==> src/codec_index_regs_pcm_playback_macros.svh <==
// Assertion macros shared by the codec register block.
`ifndef CODEC_INDEX_REGS_PCM_PLAYBACK_MACROS_SVH
`define CODEC_INDEX_REGS_PCM_PLAYBACK_MACROS_SVH

// A condition that must hold at every clock edge out of reset.
`define CIRP_ASSERT_ALWAYS(label, cond, msg) \
	label: assert property (@(posedge clk) disable iff (!arst_n) (cond)) else $error(msg);

// A condition that must hold in the same cycle as its trigger.
`define CIRP_ASSERT_IMPLY(label, ante, cons, msg) \
	label: assert property (@(posedge clk) disable iff (!arst_n) (ante) |-> (cons)) else $error(msg);

`endif

==> src/cirp_pkg.sv <==
// Types, register codes and constant tables of the codec register block.
`timescale 1ns / 1ps

package cirp_pkg;

	// Register file geometry.
	localparam int REG_COUNT = 32;
	localparam int IDX_W     = $clog2(REG_COUNT);
	localparam int VOL_STEPS = 64;
	localparam int VOL_W     = $clog2(VOL_STEPS);
	localparam int GAIN_W    = 17;
	localparam int CNT_W     = 17;

	// Request kinds.
	typedef enum logic [1:0] {
		REQ_READ  = 2'd0,
		REQ_WRITE = 2'd1,
		REQ_TICK  = 2'd2,
		REQ_NOP   = 2'd3
	} req_kind_t;

	// Bus ports.
	typedef enum logic [1:0] {
		PORT_INDEX  = 2'd0,
		PORT_DATA   = 2'd1,
		PORT_STATUS = 2'd2,
		PORT_UNUSED = 2'd3
	} port_sel_t;

	// Indexed register numbers.
	localparam logic [IDX_W-1:0] REG_LDAC  = 5'd6;
	localparam logic [IDX_W-1:0] REG_RDAC  = 5'd7;
	localparam logic [IDX_W-1:0] REG_DFS   = 5'd8;
	localparam logic [IDX_W-1:0] REG_ITF   = 5'd9;
	localparam logic [IDX_W-1:0] REG_PIN   = 5'd10;
	localparam logic [IDX_W-1:0] REG_TEST  = 5'd11;
	localparam logic [IDX_W-1:0] REG_MODE  = 5'd12;
	localparam logic [IDX_W-1:0] REG_UBASE = 5'd14;
	localparam logic [IDX_W-1:0] REG_LBASE = 5'd15;
	localparam logic [IDX_W-1:0] REG_ALT   = 5'd24;

	// Data format codes after masking.
	localparam logic [7:0] FMT_U8_MONO     = 8'h00;
	localparam logic [7:0] FMT_U8_STEREO   = 8'h10;
	localparam logic [7:0] FMT_S16_MONO    = 8'h40;
	localparam logic [7:0] FMT_S16_STEREO  = 8'h50;
	localparam logic [7:0] FMT_S16B_MONO   = 8'hc0;
	localparam logic [7:0] FMT_S16B_STEREO = 8'hd0;
	localparam logic [7:0] FMT_MASK_MODE1  = 8'h70;
	localparam logic [7:0] FMT_MASK_MODE2  = 8'hf0;

	// Miscellaneous bit patterns.
	localparam int         MODE2_BIT    = 6;
	localparam int         MUTE_BIT     = 7;
	localparam int         IRQ_EN_BIT   = 1;
	localparam logic [7:0] MODE_FORCE   = 8'h8a;
	localparam logic [7:0] PLAY_MASK    = 8'h41;
	localparam logic [7:0] PLAY_ON      = 8'h01;
	localparam logic [7:0] ALT_MASK     = 8'h70;
	localparam logic [7:0] STATUS_BASE  = 8'hcc;
	localparam logic [7:0] INIT_READ    = 8'h80;
	localparam logic [7:0] UNUSED_READ  = 8'hff;
	localparam logic [7:0] TEST_TOGGLE  = 8'h20;
	localparam logic [7:0] SIGN_FLIP    = 8'h80;

	// One request item.
	typedef struct packed {
		req_kind_t   req_type;
		port_sel_t   port;
		logic [7:0]  write_data;
		logic [31:0] dma_bytes;
	} req_item_t;

	// One result item.
	typedef struct packed {
		logic [7:0]         read_data;
		logic signed [15:0] left_sample;
		logic signed [15:0] right_sample;
		logic [2:0]         dma_used;
		logic               irq_pulse;
	} rsp_item_t;

	// Value an indexed register holds before its first write.
	function automatic logic [7:0] reg_reset_value(input logic [IDX_W-1:0] idx);
		logic [7:0] v;
		case (idx) inside
			5'd2, 5'd3, 5'd4, 5'd5, 5'd18, 5'd19: v = 8'h88;
			5'd6, 5'd7, 5'd22, 5'd25, 5'd26, 5'd29: v = 8'h80;
			5'd9:  v = 8'h08;
			5'd12: v = 8'h8a;
			default: v = 8'h00;
		endcase
		return v;
	endfunction

	// Attenuation gain, 3 dB per step, unity at 65536.
	function automatic logic [GAIN_W-1:0] vol_gain(input logic [VOL_W-1:0] c);
		logic [GAIN_W-1:0] g;
		case (c)
			6'd0:  g = 17'd65536;
			6'd1:  g = 17'd46395;
			6'd2:  g = 17'd32845;
			6'd3:  g = 17'd23253;
			6'd4:  g = 17'd16461;
			6'd5:  g = 17'd11654;
			6'd6:  g = 17'd8250;
			6'd7:  g = 17'd5840;
			6'd8:  g = 17'd4135;
			6'd9:  g = 17'd2927;
			6'd10: g = 17'd2072;
			6'd11: g = 17'd1467;
			6'd12: g = 17'd1038;
			6'd13: g = 17'd735;
			6'd14: g = 17'd520;
			6'd15: g = 17'd368;
			6'd16: g = 17'd260;
			6'd17: g = 17'd184;
			6'd18: g = 17'd130;
			6'd19: g = 17'd92;
			6'd20: g = 17'd65;
			6'd21: g = 17'd46;
			6'd22: g = 17'd32;
			6'd23: g = 17'd23;
			6'd24: g = 17'd16;
			6'd25: g = 17'd11;
			6'd26: g = 17'd8;
			6'd27: g = 17'd5;
			6'd28: g = 17'd4;
			6'd29: g = 17'd2;
			6'd30: g = 17'd2;
			6'd31: g = 17'd1;
			6'd32: g = 17'd1;
			default: g = 17'd0;
		endcase
		return g;
	endfunction

endpackage

==> src/codec_index_regs_pcm_playback.sv <==
// Indexed codec register block with an attenuated PCM playback path.
`timescale 1ns / 1ps
//
//  channel | direction | handshake          | payload
//  --------+-----------+--------------------+-----------------------------
//  req     | in        | req_valid/req_stall | bus read, bus write or tick
//  rsp     | out       | rsp_valid/rsp_stall | read byte, samples, dma, irq
//
// One item is accepted per cycle while req_stall is low; its result passes through
// the registered read of the register memory in the read stage, then the output register.
// All architectural state, the register memory included, is updated at the accept
// edge, so back-to-back items always see the effect of the item before them.
// arst_n resets all control state; per-entry valid bits make unwritten memory
// entries read as their reset values, so no clearing pass is needed.
// With rsp stalled, one more item is taken into the read stage before req
// stalls.

`include "codec_index_regs_pcm_playback_macros.svh"

module codec_index_regs_pcm_playback (
	input  logic                 clk,
	input  logic                 arst_n,
	input  logic                 req_valid,
	output logic                 req_stall,
	input  cirp_pkg::req_item_t  req,
	output logic                 rsp_valid,
	input  logic                 rsp_stall,
	output cirp_pkg::rsp_item_t  rsp
);

	localparam int IDX_W = cirp_pkg::IDX_W;
	localparam int CNT_W = cirp_pkg::CNT_W;

	// Architectural state.
	logic [IDX_W-1:0]     index_q, index_d;
	logic                 trd_q, trd_d, mce_q, mce_d, ia4_q, ia4_d, init_q, init_d;
	logic                 play_en_q, play_en_d;
	logic                 st_irq_q, st_irq_d;
	logic [CNT_W-1:0]     counter_q, counter_d, cnt_tmp;
	logic signed [15:0]   lhold_q, lhold_d, rhold_q, rhold_d;

	// Copies of the registers that the datapath reads every cycle.
	logic [7:0] ldac_q, ldac_d, rdac_q, rdac_d, dfs_q, dfs_d, pin_q, pin_d;
	logic [7:0] test_q, test_d, mode_q, mode_d, ubase_q, ubase_d, lbase_q, lbase_d;

	// Register memory and its valid bits.
	logic [7:0]                     mem [cirp_pkg::REG_COUNT];
	logic [cirp_pkg::REG_COUNT-1:0] vld_q;
	logic                           mem_we;
	logic [7:0]                     mem_wd;

	// Read stage and output register.
	logic               s1_valid_q;
	logic               mem_rd_s1, vld_s1;
	logic [7:0]         rdata_s1, init_s1, rd_s1;
	logic signed [15:0] left_s1, right_s1;
	logic [2:0]         used_s1;
	logic               irq_s1;
	logic               out_valid_q;
	cirp_pkg::rsp_item_t rsp_q;

	// Per-item combinational results.
	logic               accept, s1_adv, mode2;
	logic [7:0]         rd_val, wv, fmt, status;
	logic               rd_from_mem;
	logic [2:0]         used;
	logic               irq;
	logic signed [15:0] l_raw, r_raw, att_l, att_r;
	logic signed [33:0] prod_l, prod_r;
	logic [7:0]         rd_final_s1;

	// Handshake between the stages.
	assign s1_adv    = s1_valid_q && (!out_valid_q || !rsp_stall);
	assign req_stall = s1_valid_q && !s1_adv;
	assign accept    = req_valid && !req_stall;
	assign mode2     = mode_q[cirp_pkg::MODE2_BIT];
	assign status    = cirp_pkg::STATUS_BASE | {7'd0, st_irq_q};

	// Sample formatting of the DMA bytes.
	always_comb begin
		l_raw = lhold_q;
		r_raw = rhold_q;
		used  = 3'd0;
		fmt   = mode2 ? (dfs_q & cirp_pkg::FMT_MASK_MODE2) : (dfs_q & cirp_pkg::FMT_MASK_MODE1);
		case (fmt) inside
			cirp_pkg::FMT_U8_MONO: begin
				l_raw = $signed({req.dma_bytes[7:0] ^ cirp_pkg::SIGN_FLIP, 8'd0});
				r_raw = l_raw;
				used  = 3'd1;
			end
			cirp_pkg::FMT_U8_STEREO: begin
				l_raw = $signed({req.dma_bytes[7:0] ^ cirp_pkg::SIGN_FLIP, 8'd0});
				r_raw = $signed({req.dma_bytes[15:8] ^ cirp_pkg::SIGN_FLIP, 8'd0});
				used  = 3'd2;
			end
			cirp_pkg::FMT_S16_MONO, cirp_pkg::FMT_S16B_MONO: begin
				l_raw = $signed(req.dma_bytes[15:0]);
				r_raw = l_raw;
				used  = 3'd2;
			end
			cirp_pkg::FMT_S16_STEREO, cirp_pkg::FMT_S16B_STEREO: begin
				l_raw = $signed(req.dma_bytes[15:0]);
				r_raw = $signed(req.dma_bytes[31:16]);
				used  = 3'd4;
			end
			default: begin
			end
		endcase
	end

	// Attenuation: the product shifted right by 16 with floor rounding.
	assign prod_l = l_raw * $signed({1'b0, cirp_pkg::vol_gain(ldac_q[cirp_pkg::VOL_W-1:0])});
	assign prod_r = r_raw * $signed({1'b0, cirp_pkg::vol_gain(rdac_q[cirp_pkg::VOL_W-1:0])});
	assign att_l  = ldac_q[cirp_pkg::MUTE_BIT] ? 16'sd0 : prod_l[31:16];
	assign att_r  = rdac_q[cirp_pkg::MUTE_BIT] ? 16'sd0 : prod_r[31:16];

	// Next state of the registers for the accepted item.
	always_comb begin
		index_d     = index_q;
		trd_d       = trd_q;
		mce_d       = mce_q;
		ia4_d       = ia4_q;
		init_d      = init_q;
		play_en_d   = play_en_q;
		st_irq_d    = st_irq_q;
		counter_d   = counter_q;
		cnt_tmp     = counter_q;
		lhold_d     = lhold_q;
		rhold_d     = rhold_q;
		ldac_d      = ldac_q;
		rdac_d      = rdac_q;
		dfs_d       = dfs_q;
		pin_d       = pin_q;
		test_d      = test_q;
		mode_d      = mode_q;
		ubase_d     = ubase_q;
		lbase_d     = lbase_q;
		mem_we      = 1'b0;
		wv          = (index_q == cirp_pkg::REG_MODE) ?
			(req.write_data | cirp_pkg::MODE_FORCE) : req.write_data;
		mem_wd      = wv;
		rd_val      = 8'd0;
		rd_from_mem = 1'b0;
		irq         = 1'b0;
		if (accept) begin
			case (req.req_type)
				cirp_pkg::REQ_READ: begin
					if (init_q) begin
						rd_val = cirp_pkg::INIT_READ;
					end else begin
						case (req.port)
							cirp_pkg::PORT_INDEX: begin
								rd_val = {1'b0, mce_q, trd_q, 5'd0} | 8'(index_q) |
									(mode2 ? {3'd0, ia4_q, 4'd0} : 8'd0);
							end
							cirp_pkg::PORT_DATA: begin
								// The test register toggles its bit 5 on every data-port read while init is clear.
								if (index_q == cirp_pkg::REG_TEST) begin
									test_d = test_q ^ cirp_pkg::TEST_TOGGLE;
									rd_val = test_d;
								end else begin
									rd_from_mem = 1'b1;
								end
							end
							cirp_pkg::PORT_STATUS: rd_val = status;
							default: rd_val = cirp_pkg::UNUSED_READ;
						endcase
					end
				end
				cirp_pkg::REQ_WRITE: begin
					case (req.port)
						cirp_pkg::PORT_INDEX: begin
							index_d = mode2 ? req.write_data[IDX_W-1:0] :
								{1'b0, req.write_data[IDX_W-2:0]};
							ia4_d  = req.write_data[4];
							trd_d  = req.write_data[5];
							mce_d  = req.write_data[6];
							init_d = req.write_data[7];
						end
						cirp_pkg::PORT_DATA: begin
							mem_we = 1'b1;
							case (index_q)
								cirp_pkg::REG_LDAC:  ldac_d = wv;
								cirp_pkg::REG_RDAC:  rdac_d = wv;
								cirp_pkg::REG_DFS:   dfs_d  = wv;
								cirp_pkg::REG_ITF: begin
									play_en_d = (wv & cirp_pkg::PLAY_MASK) == cirp_pkg::PLAY_ON;
									if (!play_en_d) begin
										lhold_d = 16'sd0;
										rhold_d = 16'sd0;
									end
								end
								cirp_pkg::REG_PIN:   pin_d  = wv;
								cirp_pkg::REG_TEST:  test_d = wv;
								cirp_pkg::REG_MODE:  mode_d = wv;
								cirp_pkg::REG_UBASE: begin
									ubase_d   = wv;
									counter_d = {1'b0, wv, lbase_q};
								end
								cirp_pkg::REG_LBASE: lbase_d = wv;
								cirp_pkg::REG_ALT: begin
									if ((wv & cirp_pkg::ALT_MASK) == 8'd0) begin
										st_irq_d = 1'b0;
									end
								end
								default: begin
								end
							endcase
						end
						cirp_pkg::PORT_STATUS: st_irq_d = 1'b0;
						default: begin
						end
					endcase
				end
				cirp_pkg::REQ_TICK: begin
					if (!play_en_q) begin
						lhold_d = 16'sd0;
						rhold_d = 16'sd0;
					end else begin
						lhold_d = att_l;
						rhold_d = att_r;
						// Playback counter: reload and flag once it has gone negative.
						if (counter_q[CNT_W-1]) begin
							cnt_tmp = {1'b0, ubase_q, lbase_q};
							if (!st_irq_q) begin
								st_irq_d = 1'b1;
								irq      = pin_q[cirp_pkg::IRQ_EN_BIT];
							end
						end
						counter_d = cnt_tmp - CNT_W'(1);
					end
				end
				default: begin
				end
			endcase
		end
	end

	// Control and shadow registers.
	always_ff @(posedge clk or negedge arst_n) begin
		if (!arst_n) begin
			index_q   <= '0;
			trd_q     <= 1'b0;
			mce_q     <= 1'b1;
			ia4_q     <= 1'b0;
			init_q    <= 1'b0;
			play_en_q <= 1'b0;
			st_irq_q  <= 1'b0;
			counter_q <= '0;
			lhold_q   <= 16'sd0;
			rhold_q   <= 16'sd0;
			ldac_q    <= cirp_pkg::reg_reset_value(cirp_pkg::REG_LDAC);
			rdac_q    <= cirp_pkg::reg_reset_value(cirp_pkg::REG_RDAC);
			dfs_q     <= cirp_pkg::reg_reset_value(cirp_pkg::REG_DFS);
			pin_q     <= cirp_pkg::reg_reset_value(cirp_pkg::REG_PIN);
			test_q    <= cirp_pkg::reg_reset_value(cirp_pkg::REG_TEST);
			mode_q    <= cirp_pkg::reg_reset_value(cirp_pkg::REG_MODE);
			ubase_q   <= cirp_pkg::reg_reset_value(cirp_pkg::REG_UBASE);
			lbase_q   <= cirp_pkg::reg_reset_value(cirp_pkg::REG_LBASE);
			vld_q     <= '0;
		end else begin
			index_q   <= index_d;
			trd_q     <= trd_d;
			mce_q     <= mce_d;
			ia4_q     <= ia4_d;
			init_q    <= init_d;
			play_en_q <= play_en_d;
			st_irq_q  <= st_irq_d;
			counter_q <= counter_d;
			lhold_q   <= lhold_d;
			rhold_q   <= rhold_d;
			ldac_q    <= ldac_d;
			rdac_q    <= rdac_d;
			dfs_q     <= dfs_d;
			pin_q     <= pin_d;
			test_q    <= test_d;
			mode_q    <= mode_d;
			ubase_q   <= ubase_d;
			lbase_q   <= lbase_d;
			if (mem_we) begin
				vld_q[index_q] <= 1'b1;
			end
		end
	end

	// Register memory: one write and one registered read per cycle.
	always_ff @(posedge clk) begin
		if (mem_we) begin
			mem[index_q] <= mem_wd;
		end
		if (accept) begin
			rdata_s1 <= mem[index_q];
		end
	end

	// Read stage payload, loaded together with the memory read.
	always_ff @(posedge clk) begin
		if (accept) begin
			vld_s1    <= vld_q[index_q];
			init_s1   <= cirp_pkg::reg_reset_value(index_q);
			mem_rd_s1 <= rd_from_mem;
			rd_s1     <= rd_val;
			left_s1   <= lhold_d;
			right_s1  <= rhold_d;
			used_s1   <= (accept && req.req_type == cirp_pkg::REQ_TICK && play_en_q) ?
				used : 3'd0;
			irq_s1    <= irq;
		end
	end

	assign rd_final_s1 = mem_rd_s1 ? (vld_s1 ? rdata_s1 : init_s1) : rd_s1;

	// Stage valid flags.
	always_ff @(posedge clk or negedge arst_n) begin
		if (!arst_n) begin
			s1_valid_q  <= 1'b0;
			out_valid_q <= 1'b0;
		end else begin
			if (accept) begin
				s1_valid_q <= 1'b1;
			end else if (s1_adv) begin
				s1_valid_q <= 1'b0;
			end
			if (s1_adv) begin
				out_valid_q <= 1'b1;
			end else if (!rsp_stall) begin
				out_valid_q <= 1'b0;
			end
		end
	end

	// Output register.
	always_ff @(posedge clk) begin
		if (s1_adv) begin
			rsp_q.read_data    <= rd_final_s1;
			rsp_q.left_sample  <= left_s1;
			rsp_q.right_sample <= right_s1;
			rsp_q.dma_used     <= used_s1;
			rsp_q.irq_pulse    <= irq_s1;
		end
	end

	assign rsp_valid = out_valid_q;
	assign rsp       = rsp_q;

	// Checks on the pipeline and the playback state.
	`CIRP_ASSERT_IMPLY(a_stall_means_full, req_stall, s1_valid_q && out_valid_q && rsp_stall, "req stalled without a full pipeline")
	`CIRP_ASSERT_IMPLY(a_disabled_silent, !play_en_q, (lhold_q == 16'sd0) && (rhold_q == 16'sd0), "nonzero sample while playback is disabled")
	`CIRP_ASSERT_IMPLY(a_used_code, out_valid_q, (rsp_q.dma_used == 3'd0) || (rsp_q.dma_used == 3'd1) || (rsp_q.dma_used == 3'd2) || (rsp_q.dma_used == 3'd4), "invalid DMA byte count")

endmodule
==> config.mk <==
export PLATFORM = sky130hd
export DESIGN_NAME = codec_index_regs_pcm_playback
export DESIGN_NICKNAME = d
export VERILOG_FILES = /design/src/cirp_pkg.sv /design/src/codec_index_regs_pcm_playback.sv
export VERILOG_INCLUDE_DIRS = /design/src /design/src/src
export SDC_FILE = /design/constraint.sdc
export NUM_CORES = 2
export LEC_CHECK = 0
export ABC_AREA = 1
export BUFFER_PORTS_ARGS = -buffer_cell sky130_fd_sc_hd__buf_2
export CAP_MARGIN = 5
export CORE_MARGIN = 3
export CORE_UTILIZATION = 45
export CTS_BUF_LIST = sky130_fd_sc_hd__clkbuf_16
export CTS_CLUSTER_DIAMETER = 50
export DETAILED_ROUTE_END_ITERATION = 16
export PLACE_DENSITY_LB_ADDON = 0.25
export SLEW_MARGIN = 25
export SYNTH_ARGS = -nofsm -noshare
export SYNTH_HDL_FRONTEND = slang
export SYNTH_SLANG_ARGS = --single-unit
==> constraint.sdc <==
create_clock -name clk -period 7.3 [get_ports clk]
set_clock_uncertainty 0.2 [all_clocks]
set_input_delay 0.365 -clock clk [delete_from_list [all_inputs] [get_ports clk]]
set_output_delay 0.365 -clock clk [all_outputs]
set_load 0.01 [all_outputs]
-- After elaboration in Yosys (flattened, before gate mapping)
Memory sizes are Yosys's and may differ from the RTL's. A register that Yosys moved wholly into a read port is not among the register bits.
Cells that the tools add are included.
- memories: 3
- input port bits: 48
- bits in read-only memories: 2176
- RAM bits: 256
- register bits after elaboration: 249
- memories (memory ; depth ; width ; rd ports ; clocked after memory_dff ; wr ports ; line ; source):
    (no name shown) ; 64 ; 17 ; 1 ; 0 ; 0 ; cirp_pkg.sv:99 ; case (c)
    (no name shown) ; 64 ; 17 ; 1 ; 0 ; 0 ; cirp_pkg.sv:99 ;
    mem ; 32 ; 8 ; 1 ; 1 ; 1 ; codec_index_regs_pcm_playback.sv:47 ; logic [7:0] mem [cirp_pkg::REG_COUNT];
- reductions and logical operators: 42
- $add $sub $neg: 1
- multipliers: 2
- order comparisons: 2
- muxes and demuxes: 72
- bitwise gates (word level): 12
- equal/unequal tests: 42
- operators with widths (kind ; count):
    16-bit two-way mux ; 21
    17-bit two-way mux ; 6
    8-bit two-way mux ; 10
    16-bit by 18-bit multiplier with 32-bit output ; 2
    16-bit case mux with 2 select lines ; 2
    5-bit by 4-bit equality test with 1-bit output (second input constant) ; 7
    5-bit equality test (second input constant) ; 7
    17-bit case mux with 2 select lines ; 1
    32-bit bitwise OR ; 1
    4-bit AND reduction ; 8
    8-bit case mux with 3 select lines ; 1
    5-bit by 3-bit equality test with 1-bit output (second input constant) ; 4
    6-bit two-way mux ; 3
    1-bit two-way mux ; 17
    17-bit by 1-bit subtractor with 17-bit output (second input constant) ; 1
    8-bit by 7-bit equality test with 1-bit output (second input constant) ; 2
    8-bit equality test (second input constant) ; 2
    8-bit zero test ; 2
    8-bit case mux with 2 select lines ; 1
    2-bit != test (second input constant) ; 7
    7-bit by 5-bit bitwise OR with 7-bit output ; 2
    7-bit AND reduction ; 2
    13-bit OR reduction ; 1
    12-bit OR reduction ; 1
    other kinds (29) ; 62

-- Logic depth before layout (Yosys ltp)
- word-level depth: 12
- mapped depth: 36

-- Least setup slack after synthesis
OpenSTA, ideal clock, no wires.
- path type: register to register
- from: register ldac_q[1]
- to: register left_s1[12] (data pin)
- clock period less this slack: 6.855 ns
- path slack: 0.445 ns
- stages on the path, launching flop included: 32
- arrival: 6.392 ns
- path through: dfrtp_1 -> inv_1 -> ha_1 -> inv_1 -> nand2_1 -> nand2_1 -> nand2_1 -> inv_1 -> nor3_1 -> inv_2 -> nor2_1 -> fa_1 -> inv_1 -> fa_1 -> fa_1 -> inv_1 -> fa_1 -> fa_1 -> inv_1 -> fa_1 -> inv_1 -> ha_1 -> nand2_1 -> nor2_1 -> inv_1 -> nor3_1 -> inv_1 -> or2_2 -> o21ai_1 -> nand2_1 -> a21oi_1 -> o21ai_1
- longest elaborated chain between the ends: 6
- RTL lines (item ; line ; source):
    start, declared ; codec_index_regs_pcm_playback.sv:43 ; logic [7:0] ldac_q, ldac_d, rdac_q, rdac_d, dfs_q, dfs_d, pin_q, pin_d;
    start signal, assigned ; codec_index_regs_pcm_playback.sv:252 ; ldac_q <= cirp_pkg::reg_reset_value(cirp_pkg::REG_LDAC);
    start signal, assigned ; codec_index_regs_pcm_playback.sv:272 ; ldac_q <= ldac_d;
    memory 64 x 17 bit ; - ;
    16-bit by 18-bit multiplier with 32-bit output ; codec_index_regs_pcm_playback.sv:112 ; assign prod_l = l_raw * $signed({1'b0, cirp_pkg::vol_gain(ldac_q[cirp_pkg::VOL_W-1:0])});
    16-bit two-way mux ; codec_index_regs_pcm_playback.sv:114 ; assign att_l = ldac_q[cirp_pkg::MUTE_BIT] ? 16'sd0 : prod_l[31:16];
    16-bit two-way mux ; codec_index_regs_pcm_playback.sv:216 ; if (!play_en_q) begin
    16-bit case mux with 2 select lines ; codec_index_regs_pcm_playback.sv:146 ; case (req.req_type)
    16-bit two-way mux ; codec_index_regs_pcm_playback.sv:145 ; if (accept) begin
    named net lhold_d[12] ; codec_index_regs_pcm_playback.sv:40 ; logic signed [15:0] lhold_q, lhold_d, rhold_q, rhold_d;
    end signal, assigned ; codec_index_regs_pcm_playback.sv:303 ; left_s1 <= lhold_d;
    end, declared ; codec_index_regs_pcm_playback.sv:56 ; logic signed [15:0] left_s1, right_s1;
The timed path passes the listed nets, and every way through them passes these cells.
A chain may end at the register's enable or synchronous reset.

-- Worst setup path after layout
- from: register dfs_q[6]
- to: register right_s1[8] (data pin)
- longest elaborated chain between the ends: 12
- elaborated cells between the ends (all ways): 18
- classes of those cells: 1 x mul; 5 x eq/ne; 9 x mux; 3 x reduce/logical
- RTL lines (item ; line ; source):
    start, declared ; codec_index_regs_pcm_playback.sv:43 ;
    start signal, assigned ; codec_index_regs_pcm_playback.sv:254 ; dfs_q <= cirp_pkg::reg_reset_value(cirp_pkg::REG_DFS);
    start signal, assigned ; codec_index_regs_pcm_playback.sv:274 ; dfs_q <= dfs_d;
    8-bit two-way mux * ; codec_index_regs_pcm_playback.sv:84 ; fmt = mode2 ? (dfs_q & cirp_pkg::FMT_MASK_MODE2) : (dfs_q & cirp_pkg::FMT_MASK_MODE1);
    8-bit by 7-bit equality test with 1-bit output (no line) or 8-bit equality test (tied branches) ; - ;
    2-bit OR reduction ; codec_index_regs_pcm_playback.sv:85 ; case (fmt) inside
    16-bit two-way mux (3 in a row) ; codec_index_regs_pcm_playback.sv:85 ;
    16-bit two-way mux * ; codec_index_regs_pcm_playback.sv:85 ;
    16-bit by 18-bit multiplier with 32-bit output * ; codec_index_regs_pcm_playback.sv:113 ; assign prod_r = r_raw * $signed({1'b0, cirp_pkg::vol_gain(rdac_q[cirp_pkg::VOL_W-1:0])});
    16-bit two-way mux * ; codec_index_regs_pcm_playback.sv:115 ; assign att_r = rdac_q[cirp_pkg::MUTE_BIT] ? 16'sd0 : prod_r[31:16];
    16-bit two-way mux * ; codec_index_regs_pcm_playback.sv:216 ;
    16-bit case mux with 2 select lines * ; codec_index_regs_pcm_playback.sv:146 ;
    16-bit two-way mux * ; codec_index_regs_pcm_playback.sv:145 ;
    named net rhold_d[8] ; codec_index_regs_pcm_playback.sv:40 ;
    end signal, assigned ; codec_index_regs_pcm_playback.sv:304 ; right_s1 <= rhold_d;
    end, declared ; codec_index_regs_pcm_playback.sv:56 ;
The timed path passes the listed nets; every way through them passes the cells marked *.

==> results.toml <==
[placed_design]
place_congestion = 0.967
post-dp-hpwl_um = 85200
port_buffers = 93
placed_area_sq_um = 41400

[grt]
grt_pass1_vias = 30394
overflow = 0
grt_use_total_pct = 25.1
grt_antenna_before_repair = 5
grt_start_max_net_pins = 72
grt_pass1_wl_um = 174000

[pwr]
peakVddDrop_v = 0.000211
report.power.total_w = 0.00819
cellPowerDensity_nw_per_um2 = 187
power_leakage_nw = 20.1

[floorplan]
coreArea_sq_um = 85500
ioPinCount = 94
die_w_um = 300
fp.dieH_um = 300
rows = 107
initial_core_util_pct = 45.6
dieArea_sq_um = 90200

[route]
wire_per_inst_um = 20.2
drtIter0Drc = 2571
vias = 30077
drc_errors = 0
drt-total-wl_um = 112000
antenna_left = 0
vias_per_cell = 5.40
drt_first_pass_iters = 6

[min_path]
holdPathEnd = "mem[20][0]$_DFFE_PP_"
hold_path_depth = 2
hold_path.class = "in -> reg"
hp-start = "req[32]"

[timing]
period_share_pct = 96.1
setup_tns_ns = 0
finalHoldViolCount = 0
setup_viol = 0
period_needed_ns = 7.02
drv_slew = 0
fmax_mhz = 142
grt_setup_unrepaired = "yes"
worst_slew_pin_slew_ns = 1.06
max_slew_margin_pct = 29.3

[clock_tree]
cts_root_buf = "clkbuf_16"
clkSlewWorstSetupHoldPaths_ns = 0.07
cts_tree = "done"
clockBufferDepth = 3
cts_htree_levels = 2
numCtsBuffers = 52
clock-sinks = 495
clk_latency_ns = 0.63

[synthesis]
avgSynthCellArea_sq_um = 9.29
ys_warn_count = 0
syn-cell-area_sq_um = 39000
synth.most_common_cell = "inv_1"
synthDistinctLibCells = 58
synth_flop_cell = "edfxtp_1"
netlist.area_leader.share_pct = 27.5
syn_inst = 4196
async_reset_ff_share_pct = 27.9
synth_common_cells = "791 x inv_1, 766 x nand2_1, 464 x nor2_1"
ys_seq_area_share_pct = 36.4
synth_seq_cells = 495
synth_fp_nets = 4902
synth-edff-count = 357
synth_area_leader_cell = "edfxtp_1"
yosys-top-cells-area = "edfxtp_1 28%, fa_1 21%, dfrtp_1 8.7%"

[setup_path]
path_class = "reg -> reg"
r2r_cells = 29
regToRegEndpoint = "right_s1[8]$_DFFE_PP_"
r2r_start = "dfs_q[6]$_DFFE_PN0P_"
cpPeakStageDelay_ns = 0.57
r2r_setup_slack_ns = 0.28
cp.arrival_ns = 7.16
critPathLaunchType = "flip-flop"
crit_path_end_kind = "flip-flop"
slowest_stage = "fa_1"
crit_required_ns = 7.44
crit_top_cell = "fa_1"
crit_fanout = 17

[outcome]
status = "finished clean"

[final_layout]
syn_to_final_growth_pct = 12.2
final_area_sq_um = 43700
drive_above_1_share_pct = 10.8
fin_nets = 5086
fillCellCount = 7872

[run]
drv_cap = 0
==> logic make-up (layout without fill, tap and decap cells) <==
logic type / after synthesis / in the layout / share of synthesized area (%)
compound gates: 613 / 613 / 9.50
other cells: 0 / 2 / 0
mux: 2 / 2 / 0.0514
buf+inv: 948 / 1176 / 9.34
xor+xnor: 21 / 21 / 0.472
fa+ha+maj: 658 / 658 / 29.1
flops: 495 / 495 / 36.4
simple gates: 1459 / 1459 / 15.2
==> routing by layer <==
metal	vias to the layer above	track usage [%]	wire length [um]	part of all wire, %
li1	13775	-	-	-
met1	14898	34.0	46800	42
met2	1208	40.5	51900	46
met3	196	5.53	10100	9.0
met4	0	7.62	3630	3.2
met5	-	0	0	0
==> where the power goes <==
part | leakage (nW) | switching (W) | internal [W]
Clock | 0.936 | 0.00117 | 0.00163
Combinational | 14.2 | 0.00149 | 0.000650
Sequential | 4.94 | 0.0000806 | 0.00317
Total | 20.1 | 0.00274 | 0.00545
==> what timing repair did <==
action | 4_1_cts | 5_1_grt
setup endpoints to repair | 0 | 62
hold endpoints to repair | 75 | 0
resized for setup | 0 | 78
buffers inserted | 0 | 16
hold buffers | 6 | 0
==> worst max-delay path: cells and delay by family, from the launching register on <==
family                     cells  cell delay, ns
buffers and inverters          6            0.64
DFF                            1            0.38
and+or+nand+nor               12            1.80
adders and majority gates      7            3.25
AOI/OAI and AO/OA              4            0.51
==> placed cells by master, fill, tap and decap left out, types with 7 or more instances in the layout <==
master / count
a21o_1: 9
a21oi_1: 149
a22oi_1: 133
a31oi_1: 31
buf_2: 92
buf_4: 142
bufinv_16: 8
clkbuf_16: 54
clkinv_1: 14
clkinvlp_4: 19
dfrtp_1: 132
edfxtp_1: 357
fa_1: 414
ha_1: 238
inv_1: 784
inv_2: 32
nand2_1: 760
nand2_2: 17
nand3_1: 113
nand3b_1: 9
nor2_1: 451
nor2_2: 21
nor2_4: 8
nor3_1: 19
nor4_1: 14
o211ai_1: 28
o21ai_0: 178
o21ai_1: 17
o22ai_1: 19
o41ai_1: 7
or2_2: 22
xnor2_1: 8
xor2_1: 13
==> sequential cells by signal (all words and copies together) (netlist names), 3 cells and up <==
register / flops
test_q: 8
init_s1: 3
right_s1: 16
rd_s1: 8
index_q: 5
ldac_q: 7
used_s1: 3
lbase_q: 8
rhold_q: 16
counter_q: 17
lhold_q: 16
mem: 256
ubase_q: 8
rdac_q: 7
rdata_s1: 8
rsp: 44
dfs_q: 4
left_s1: 16
vld_q: 32
==> layout make-up <==
type	count	area, sq um	share of cell area [%]
Antenna cell	2	5.00	0.0114
Clock buffer	53	1330	3.03
Clock inverter	45	532	1.22
Inverter	830	3180	7.27
Multi-Input combinational cell	2753	21400	48.9
Sequential cell	495	14200	32.4
Tap cell	1144	1430	3.27
Timing Repair Buffer	248	1700	3.89
==> worst max path at each step <==
stage                                startpoint                      to  cells after the start
after global placement    ldac_q[1]$_DFFE_PN0P_   left_s1[12]$_DFFE_PP_                     29
after CTS                 ldac_q[1]$_DFFE_PN0P_   left_s1[12]$_DFFE_PP_                     28
after detailed placement  ldac_q[1]$_DFFE_PN0P_   left_s1[12]$_DFFE_PP_                     29
after global routing       dfs_q[6]$_DFFE_PN0P_  right_s1[12]$_DFFE_PP_                     29
after floorplan           ldac_q[1]$_DFFE_PN0P_   left_s1[12]$_DFFE_PP_                     31
final                      dfs_q[6]$_DFFE_PN0P_   right_s1[8]$_DFFE_PP_                     29
==> per-stage QoR <==
step | hold WS (ns) | cells | utilization (%) | worst slack (ns)
after floorplan | -0.131 | 4196 | - | 0.445
after global placement | 0.201 | 5447 | 48.4 | 0.115
after detailed placement | 0.205 | 5447 | 48.4 | 0.0839
after CTS | 0.0911 | 5551 | 50.6 | 0.0278
after global routing | 0.114 | 5569 | 51.1 | -0.113
final | 0.111 | 5570 | 51.1 | 0.282
(Power assumes the default switching activity.)
